--- config.mk ---
export PLATFORM = sky130hd
export DESIGN_NAME = abkf_ctrl
export DESIGN_NICKNAME = d
export VERILOG_FILES = /design/src/rtl/abkf_pkg.sv /design/src/rtl/abkf_ctrl.sv
export SDC_FILE = /design/constraint.sdc
export NUM_CORES = 1
export LEC_CHECK = 0
export BUFFER_PORTS_ARGS = -buffer_cell sky130_fd_sc_hd__buf_2
export CORE_ASPECT_RATIO = 2
export CORE_UTILIZATION = 27
export CTS_BUF_LIST = sky130_fd_sc_hd__clkbuf_8
export CTS_CLUSTER_DIAMETER = 50
export CTS_CLUSTER_SIZE = 20
export DETAILED_ROUTE_END_ITERATION = 10
export PLACE_DENSITY = 0.5
export RECOVER_POWER = 50
export SETUP_SLACK_MARGIN = 0.2
export SLEW_MARGIN = 20
export SYNTH_ARGS = -nofsm -noshare
export SYNTH_HDL_FRONTEND = slang
export SYNTH_SLANG_ARGS = --single-unit
--- constraint.sdc ---
create_clock -name aclk -period 6.86 [get_ports aclk]
set_input_delay 0.343 -clock aclk [delete_from_list [all_inputs] [get_ports aclk]]
set_output_delay 0.343 -clock aclk [all_outputs]
set_load 0.01 [all_outputs]
--- src/rtl/abkf_pkg.sv ---
// shared types, constants and the step microcode of the angle/bias kalman filter
// no dependencies; used by every module of the block
package abkf_pkg;

    localparam int DATA_W  = 32;
    localparam int CFG_W   = 31;
    localparam int IDX_W   = 2;
    localparam int PC_W    = 5;
    localparam int WIDE_W  = 66;
    localparam int DVD_W   = 57;
    localparam int DVS_W   = 33;
    localparam int MSN_W   = 48;
    localparam int MS_SHIFT = 36;

    localparam logic [IDX_W-1:0] REG_ANGLE_NOISE = 2'd0;
    localparam logic [IDX_W-1:0] REG_BIAS_NOISE  = 2'd1;
    localparam logic [IDX_W-1:0] REG_MEAS_NOISE  = 2'd2;

    localparam logic [CFG_W-1:0] ANGLE_NOISE_RST = 31'd16777;
    localparam logic [CFG_W-1:0] BIAS_NOISE_RST  = 31'd50332;
    localparam logic [CFG_W-1:0] MEAS_NOISE_RST  = 31'd8388608;
    localparam logic signed [DATA_W-1:0] ONE_Q24 = 32'sd16777216;
    localparam logic [9:0]  MS_PER_S = 10'd1000;
    // ceil(2^36 / 1000), exact quotient for any 26-bit dividend
    localparam logic [26:0] MS_RECIP = 27'd68719477;
    localparam logic [1:0]  MS_DIGIT_LAST = 2'd2;

    localparam logic [PC_W-1:0] PC_LAST = 5'd31;

    typedef struct packed {
        logic signed [31:0] gyro_rate;
        logic signed [31:0] accel_angle;
        logic [15:0]        step_ms;
    } in_item_t;

    typedef struct packed {
        logic signed [31:0] angle_estimate;
        logic signed [31:0] rate_corrected;
    } out_item_t;

    typedef enum logic [3:0] {
        OP_DIFF,
        OP_PRED,
        OP_INNOV,
        OP_MUL,
        OP_DIV_MS,
        OP_DIV_GAIN,
        OP_ACC_Q,
        OP_ACC_ADD,
        OP_ACC_SUB,
        OP_SET_K
    } op_t;

    typedef enum logic [2:0] {
        OPD_T,
        OPD_U,
        OPD_QB,
        OPD_K0,
        OPD_K1,
        OPD_ERR,
        OPD_MS
    } opnd_t;

    typedef enum logic [2:0] {
        TGT_ANGLE,
        TGT_BIAS,
        TGT_AA,
        TGT_AB,
        TGT_BA,
        TGT_BB,
        TGT_K0,
        TGT_K1
    } tgt_t;

    typedef struct packed {
        op_t   op;
        opnd_t opa;
        opnd_t opb;
        tgt_t  tgt;
    } uop_t;

    typedef struct packed {
        logic load_in;
        logic exec;
        logic out_load;
        uop_t uop;
    } dp_cmd_t;

    typedef struct packed {
        logic div_done;
        logic out_free;
    } dp_stat_t;

    function automatic uop_t mk(op_t op, opnd_t a, opnd_t b, tgt_t t);
        uop_t u;
        u.op  = op;
        u.opa = a;
        u.opb = b;
        u.tgt = t;
        return u;
    endfunction

    // one filter step: predict, gains, correct, covariance update
    function automatic uop_t ucode(logic [PC_W-1:0] pc);
        uop_t u;
        unique case (pc)
            5'd0:  u = mk(OP_DIFF,     OPD_T,  OPD_MS,  TGT_ANGLE);
            5'd1:  u = mk(OP_MUL,      OPD_T,  OPD_MS,  TGT_ANGLE);
            5'd2:  u = mk(OP_DIV_MS,   OPD_T,  OPD_MS,  TGT_ANGLE);
            5'd3:  u = mk(OP_ACC_Q,    OPD_T,  OPD_MS,  TGT_ANGLE);
            5'd4:  u = mk(OP_PRED,     OPD_T,  OPD_MS,  TGT_AA);
            5'd5:  u = mk(OP_MUL,      OPD_T,  OPD_MS,  TGT_AA);
            5'd6:  u = mk(OP_DIV_MS,   OPD_T,  OPD_MS,  TGT_AA);
            5'd7:  u = mk(OP_ACC_Q,    OPD_T,  OPD_MS,  TGT_AA);
            5'd8:  u = mk(OP_MUL,      OPD_U,  OPD_MS,  TGT_AB);
            5'd9:  u = mk(OP_DIV_MS,   OPD_U,  OPD_MS,  TGT_AB);
            5'd10: u = mk(OP_ACC_Q,    OPD_U,  OPD_MS,  TGT_AB);
            5'd11: u = mk(OP_ACC_Q,    OPD_U,  OPD_MS,  TGT_BA);
            5'd12: u = mk(OP_MUL,      OPD_QB, OPD_MS,  TGT_BB);
            5'd13: u = mk(OP_DIV_MS,   OPD_QB, OPD_MS,  TGT_BB);
            5'd14: u = mk(OP_ACC_Q,    OPD_QB, OPD_MS,  TGT_BB);
            5'd15: u = mk(OP_INNOV,    OPD_T,  OPD_MS,  TGT_AA);
            5'd16: u = mk(OP_DIV_GAIN, OPD_T,  OPD_MS,  TGT_K0);
            5'd17: u = mk(OP_SET_K,    OPD_T,  OPD_MS,  TGT_K0);
            5'd18: u = mk(OP_DIV_GAIN, OPD_U,  OPD_MS,  TGT_K1);
            5'd19: u = mk(OP_SET_K,    OPD_U,  OPD_MS,  TGT_K1);
            5'd20: u = mk(OP_MUL,      OPD_K0, OPD_ERR, TGT_ANGLE);
            5'd21: u = mk(OP_ACC_ADD,  OPD_K0, OPD_ERR, TGT_ANGLE);
            5'd22: u = mk(OP_MUL,      OPD_K1, OPD_ERR, TGT_BIAS);
            5'd23: u = mk(OP_ACC_ADD,  OPD_K1, OPD_ERR, TGT_BIAS);
            5'd24: u = mk(OP_MUL,      OPD_K0, OPD_T,   TGT_AA);
            5'd25: u = mk(OP_ACC_SUB,  OPD_K0, OPD_T,   TGT_AA);
            5'd26: u = mk(OP_MUL,      OPD_K0, OPD_U,   TGT_AB);
            5'd27: u = mk(OP_ACC_SUB,  OPD_K0, OPD_U,   TGT_AB);
            5'd28: u = mk(OP_MUL,      OPD_K1, OPD_T,   TGT_BA);
            5'd29: u = mk(OP_ACC_SUB,  OPD_K1, OPD_T,   TGT_BA);
            5'd30: u = mk(OP_MUL,      OPD_K1, OPD_U,   TGT_BB);
            5'd31: u = mk(OP_ACC_SUB,  OPD_K1, OPD_U,   TGT_BB);
            default: u = mk(OP_DIFF,   OPD_T,  OPD_MS,  TGT_ANGLE);
        endcase
        return u;
    endfunction

    function automatic logic signed [DATA_W-1:0] sat32(logic signed [WIDE_W-1:0] v);
        logic signed [WIDE_W-1:0] hi;
        logic signed [WIDE_W-1:0] lo;
        hi = WIDE_W'(32'sh7fffffff);
        lo = WIDE_W'(32'sh80000000);
        if (v > hi) begin
            return 32'sh7fffffff;
        end else if (v < lo) begin
            return 32'sh80000000;
        end else begin
            return v[DATA_W-1:0];
        end
    endfunction

endpackage

--- src/rtl/abkf_ctrl.sv ---
// step sequencer: walks the microcode and waits on the gain divider, the divide-by-1000 unit and the output register
// depends on abkf_pkg
module abkf_ctrl (
    input  logic                aclk,
    input  logic                aresetn,
    input  logic                s_valid,
    output logic                s_ready,
    input  abkf_pkg::dp_stat_t  stat,
    output abkf_pkg::dp_cmd_t   cmd
);
    import abkf_pkg::*;

    typedef enum logic [3:0] {
        ST_IDLE = 4'b0001,
        ST_RUN  = 4'b0010,
        ST_WAIT = 4'b0100,
        ST_DONE = 4'b1000
    } state_t;

    state_t          state_reg, state_next;
    logic [PC_W-1:0] pc_reg, pc_next;
    uop_t            uop;

    assign uop = ucode(pc_reg);

    always_comb begin
        state_next   = state_reg;
        pc_next      = pc_reg;
        s_ready      = 1'b0;
        cmd.load_in  = 1'b0;
        cmd.exec     = 1'b0;
        cmd.out_load = 1'b0;
        cmd.uop      = uop;
        unique case (state_reg)
            ST_IDLE: begin
                s_ready = 1'b1;
                if (s_valid) begin
                    cmd.load_in = 1'b1;
                    pc_next     = '0;
                    state_next  = ST_RUN;
                end
            end
            ST_RUN: begin
                cmd.exec = 1'b1;
                if (uop.op == OP_DIV_MS || uop.op == OP_DIV_GAIN) begin
                    state_next = ST_WAIT;
                end else if (pc_reg == PC_LAST) begin
                    state_next = ST_DONE;
                end else begin
                    pc_next = pc_reg + 1'b1;
                end
            end
            ST_WAIT: begin
                if (stat.div_done) begin
                    pc_next    = pc_reg + 1'b1;
                    state_next = ST_RUN;
                end
            end
            ST_DONE: begin
                if (stat.out_free) begin
                    cmd.out_load = 1'b1;
                    state_next   = ST_IDLE;
                end
            end
            default: state_next = ST_IDLE;
        endcase
    end

    always_ff @(posedge aclk) begin
        if (!aresetn) begin
            state_reg <= ST_IDLE;
            pc_reg    <= '0;
        end else begin
            state_reg <= state_next;
            pc_reg    <= pc_next;
        end
    end

endmodule

==> impl_metrics.yaml <==
outcome:
  outcome: "finished, final reports clean"
sta:
  rsz0062_at_grt: "no"
  worstMarginPinSlew_ps: 629
  post-route-period-util_pct: 47.4
  skew_ps: 2.44
  relSlewSlack_pct: 57.5
  max_clock_freq_mhz: 308
  final-setup-viol-count: 0
  drv_slew: 0
  tns_ps: 0
  fin_ws_ps: 3610
  finalCriticalPeriod_ps: 3250
  hold_violations: 0
drt:
  final_antenna_net_count: 0
  drt-initial-drc-count: 40
  first_pass_iters: 4
  drc: 0
  wl_mm: 3.75
  vias: 1233
  via_per_inst: 5.27
  wl_per_cell_um: 16.0
synthesis:
  yosysUniqueCellTypes: 52
  ys_seq_area_share_pct: 30.7
  avgSynthCellArea_um2: 8.91
  synth_edf_count: 0
  syn_nets: 177
  synth_ff_type: "dfxtp_1"
  synth_top_cell_area_share_pct: 30.7
  synthesis.yosys.warnings: 0
  ys_async_sr_fraction_pct: 0
  syn_area_um2: 1430
  synth_area_leader_cell: "dfxtp_1"
  synth_cells: 161
  synth-seq-cells: 22
  synth_top_cells_by_area: "dfxtp_1, ha_1, nand2_1, a21oi_1, buf_6"
clocking:
  cts_inserted_buffers: 3
  clock-sinks: 22
  insertion_delay_ps: 270
  cts_tree: "done"
  ctsHoldBuffers: 0
  clkTransAtPathRegs_ps: 90
  cts_resized: 0
  postCtsSetupBuffers: 0
  cts_root_buffer: "clkbuf_8"
  clockBufferDepth: 2
  htreeDepth: 1
placement:
  place_ws_ps: 3660
  numPortBuffers: 21
  post-dp-hpwl_mm: 2.87
  dp.cells: 230
  gp_congestion: 0.877
  place_area_um2: 1530
layout:
  fin_nets: 193
  antennaDiodeCount: 0
  layout-drive-gt1-share_pct: 13.1
  largest_reg_flops: 13
  syn_to_final_growth_pct: 9.34
  stdcell_count: 234
  utilization_pct: 30.5
  finalInstanceArea_um2: 1570
  nFillCells: 574
power_and_ir_drop:
  power.density_nw_per_um2: 214
  p_leak_nw: 0.662
  vdd_drop_max_mv: 0.0926
setup_path:
  cp_max_fo: 6
  r2r_setup_slack_ps: 3610
  worstSetupPathType: "flop to flop"
  arrival_ps: 3400
  cp-start-kind: "flop"
  cp.required_ps: 7010
  cp-end-kind: "flop"
floorplan:
  boundaryPins: 22
  die_area_um2: 5620
  die_w_um: 53.5
  start_util_pct: 27.9
  core_um2: 5140
  die_h_um: 105
  rows: 37
hold_path:
  hp-class: "primary input to flop"
global_route:
  grt_pass1_wl_mm: 6.01
  grt_max_degree: 16
  grt.overflow.total: 0
  track_usage_pct: 14.6
  antenna_found_initial: 0
  grt_pass1_vias: 1232
job:
  maxCapViolations: 0
-- per-stage QoR --
stage / hold WS [ps] / power, mW
after floorplan: 505 / 0.198
final: 363 / 0.335
after CTS: 363 / 0.341
after detailed placement: 651 / 0.216
after global placement: 649 / 0.216
after global routing: 361 / 0.351
-- worst max-delay path, stage by stage, from the launching register on --
cell      delay, ps
dfxtp_1         360
ha_1            240
and3_1          190
ha_1            200
and3b_1         180
o21ai_0         300
and3_1          310
mux2_2          380
nand2_1         170
ha_1            210
nand2b_1        110
mux2i_1          60
a221oi_1        280
o32ai_1         130
-- per-layer routing --
layer | track usage [%] | share of wire, % | up-vias | wire (µm)
li1 | - | - | 617 | -
met1 | 14.2 | 36 | 579 | 1360
met2 | 28.9 | 59 | 31 | 2200
met3 | 1.31 | 3.2 | 6 | 118
met4 | 5.08 | 1.8 | 0 | 66
met5 | 0 | 0 | - | 0
-- cell families (layout without fill, tap and decap cells) --
logic type,count (synthesis),in the layout,share of synthesized area (%)
simple gates,58,58,24.9
fa+ha+maj,11,11,9.60
xor+xnor,2,2,1.75
compound gates,41,41,20.2
mux,5,5,3.75
flops,22,22,30.7
buf+inv,22,37,9.16
-- worst paths after layout --
path                start           end  depth (start not counted)
max             pc_reg[0]       uop[11]                         13
min               s_valid  state_reg[0]                          2
max reg2reg     pc_reg[0]       uop[11]                         13
min reg2reg  state_reg[3]  state_reg[3]                          2
-- cells in the final DEF (no fill, tap or decap), types with 4 or more instances in the layout --
cell / count
dfxtp_1: 22
nand2_1: 14
clkbuf_1: 14
nor2_1: 11
ha_1: 11
inv_1: 9
a21oi_1: 9
buf_2: 7
and3_1: 4
nor3b_1: 4
nand2b_1: 4
-- synthesized netlist by cell type, types with 2 or more instances --
| master | n |
|---|---|
| o22a_1 | 2 |
| mux2i_1 | 2 |
| nand2_1 | 14 |
| and2_1 | 3 |
| a221oi_1 | 2 |
| a31oi_1 | 2 |
| buf_6 | 4 |
| nor3b_1 | 4 |
| nor2_1 | 11 |
| nand2b_1 | 4 |
| o22ai_1 | 3 |
| or4bb_1 | 2 |
| a211oi_1 | 3 |
| a21o_1 | 3 |
| nor3_1 | 2 |
| dfxtp_1 | 22 |
| o2bb2ai_1 | 2 |
| o21ai_0 | 3 |
| and3_1 | 4 |
| or4b_4 | 3 |
| nor4_1 | 3 |
| clkinv_2 | 2 |
| ha_1 | 11 |
| inv_1 | 9 |
| buf_4 | 4 |
| a21oi_1 | 9 |
| mux2_2 | 3 |
-- report_power, final --
| part | internal (mW) | switching (mW) |
|---|---|---|
| Combinational | 0.0292 | 0.0382 |
| Clock | 0.0781 | 0.0472 |
| Sequential | 0.132 | 0.0104 |
-- cell type report --
class | instances | area (µm²) | area share [%]
tap | 58 | 72.6 | 4.63
sequential | 22 | 440 | 28.1
multi-input combinational | 117 | 848 | 54.1
clock inverter | 1 | 30.0 | 1.92
timing repair buffer | 21 | 87.6 | 5.59
inverter | 12 | 47.5 | 3.03
clock buffer | 3 | 41.3 | 2.63
No activity file was read; power rests on OpenSTA's default activity.
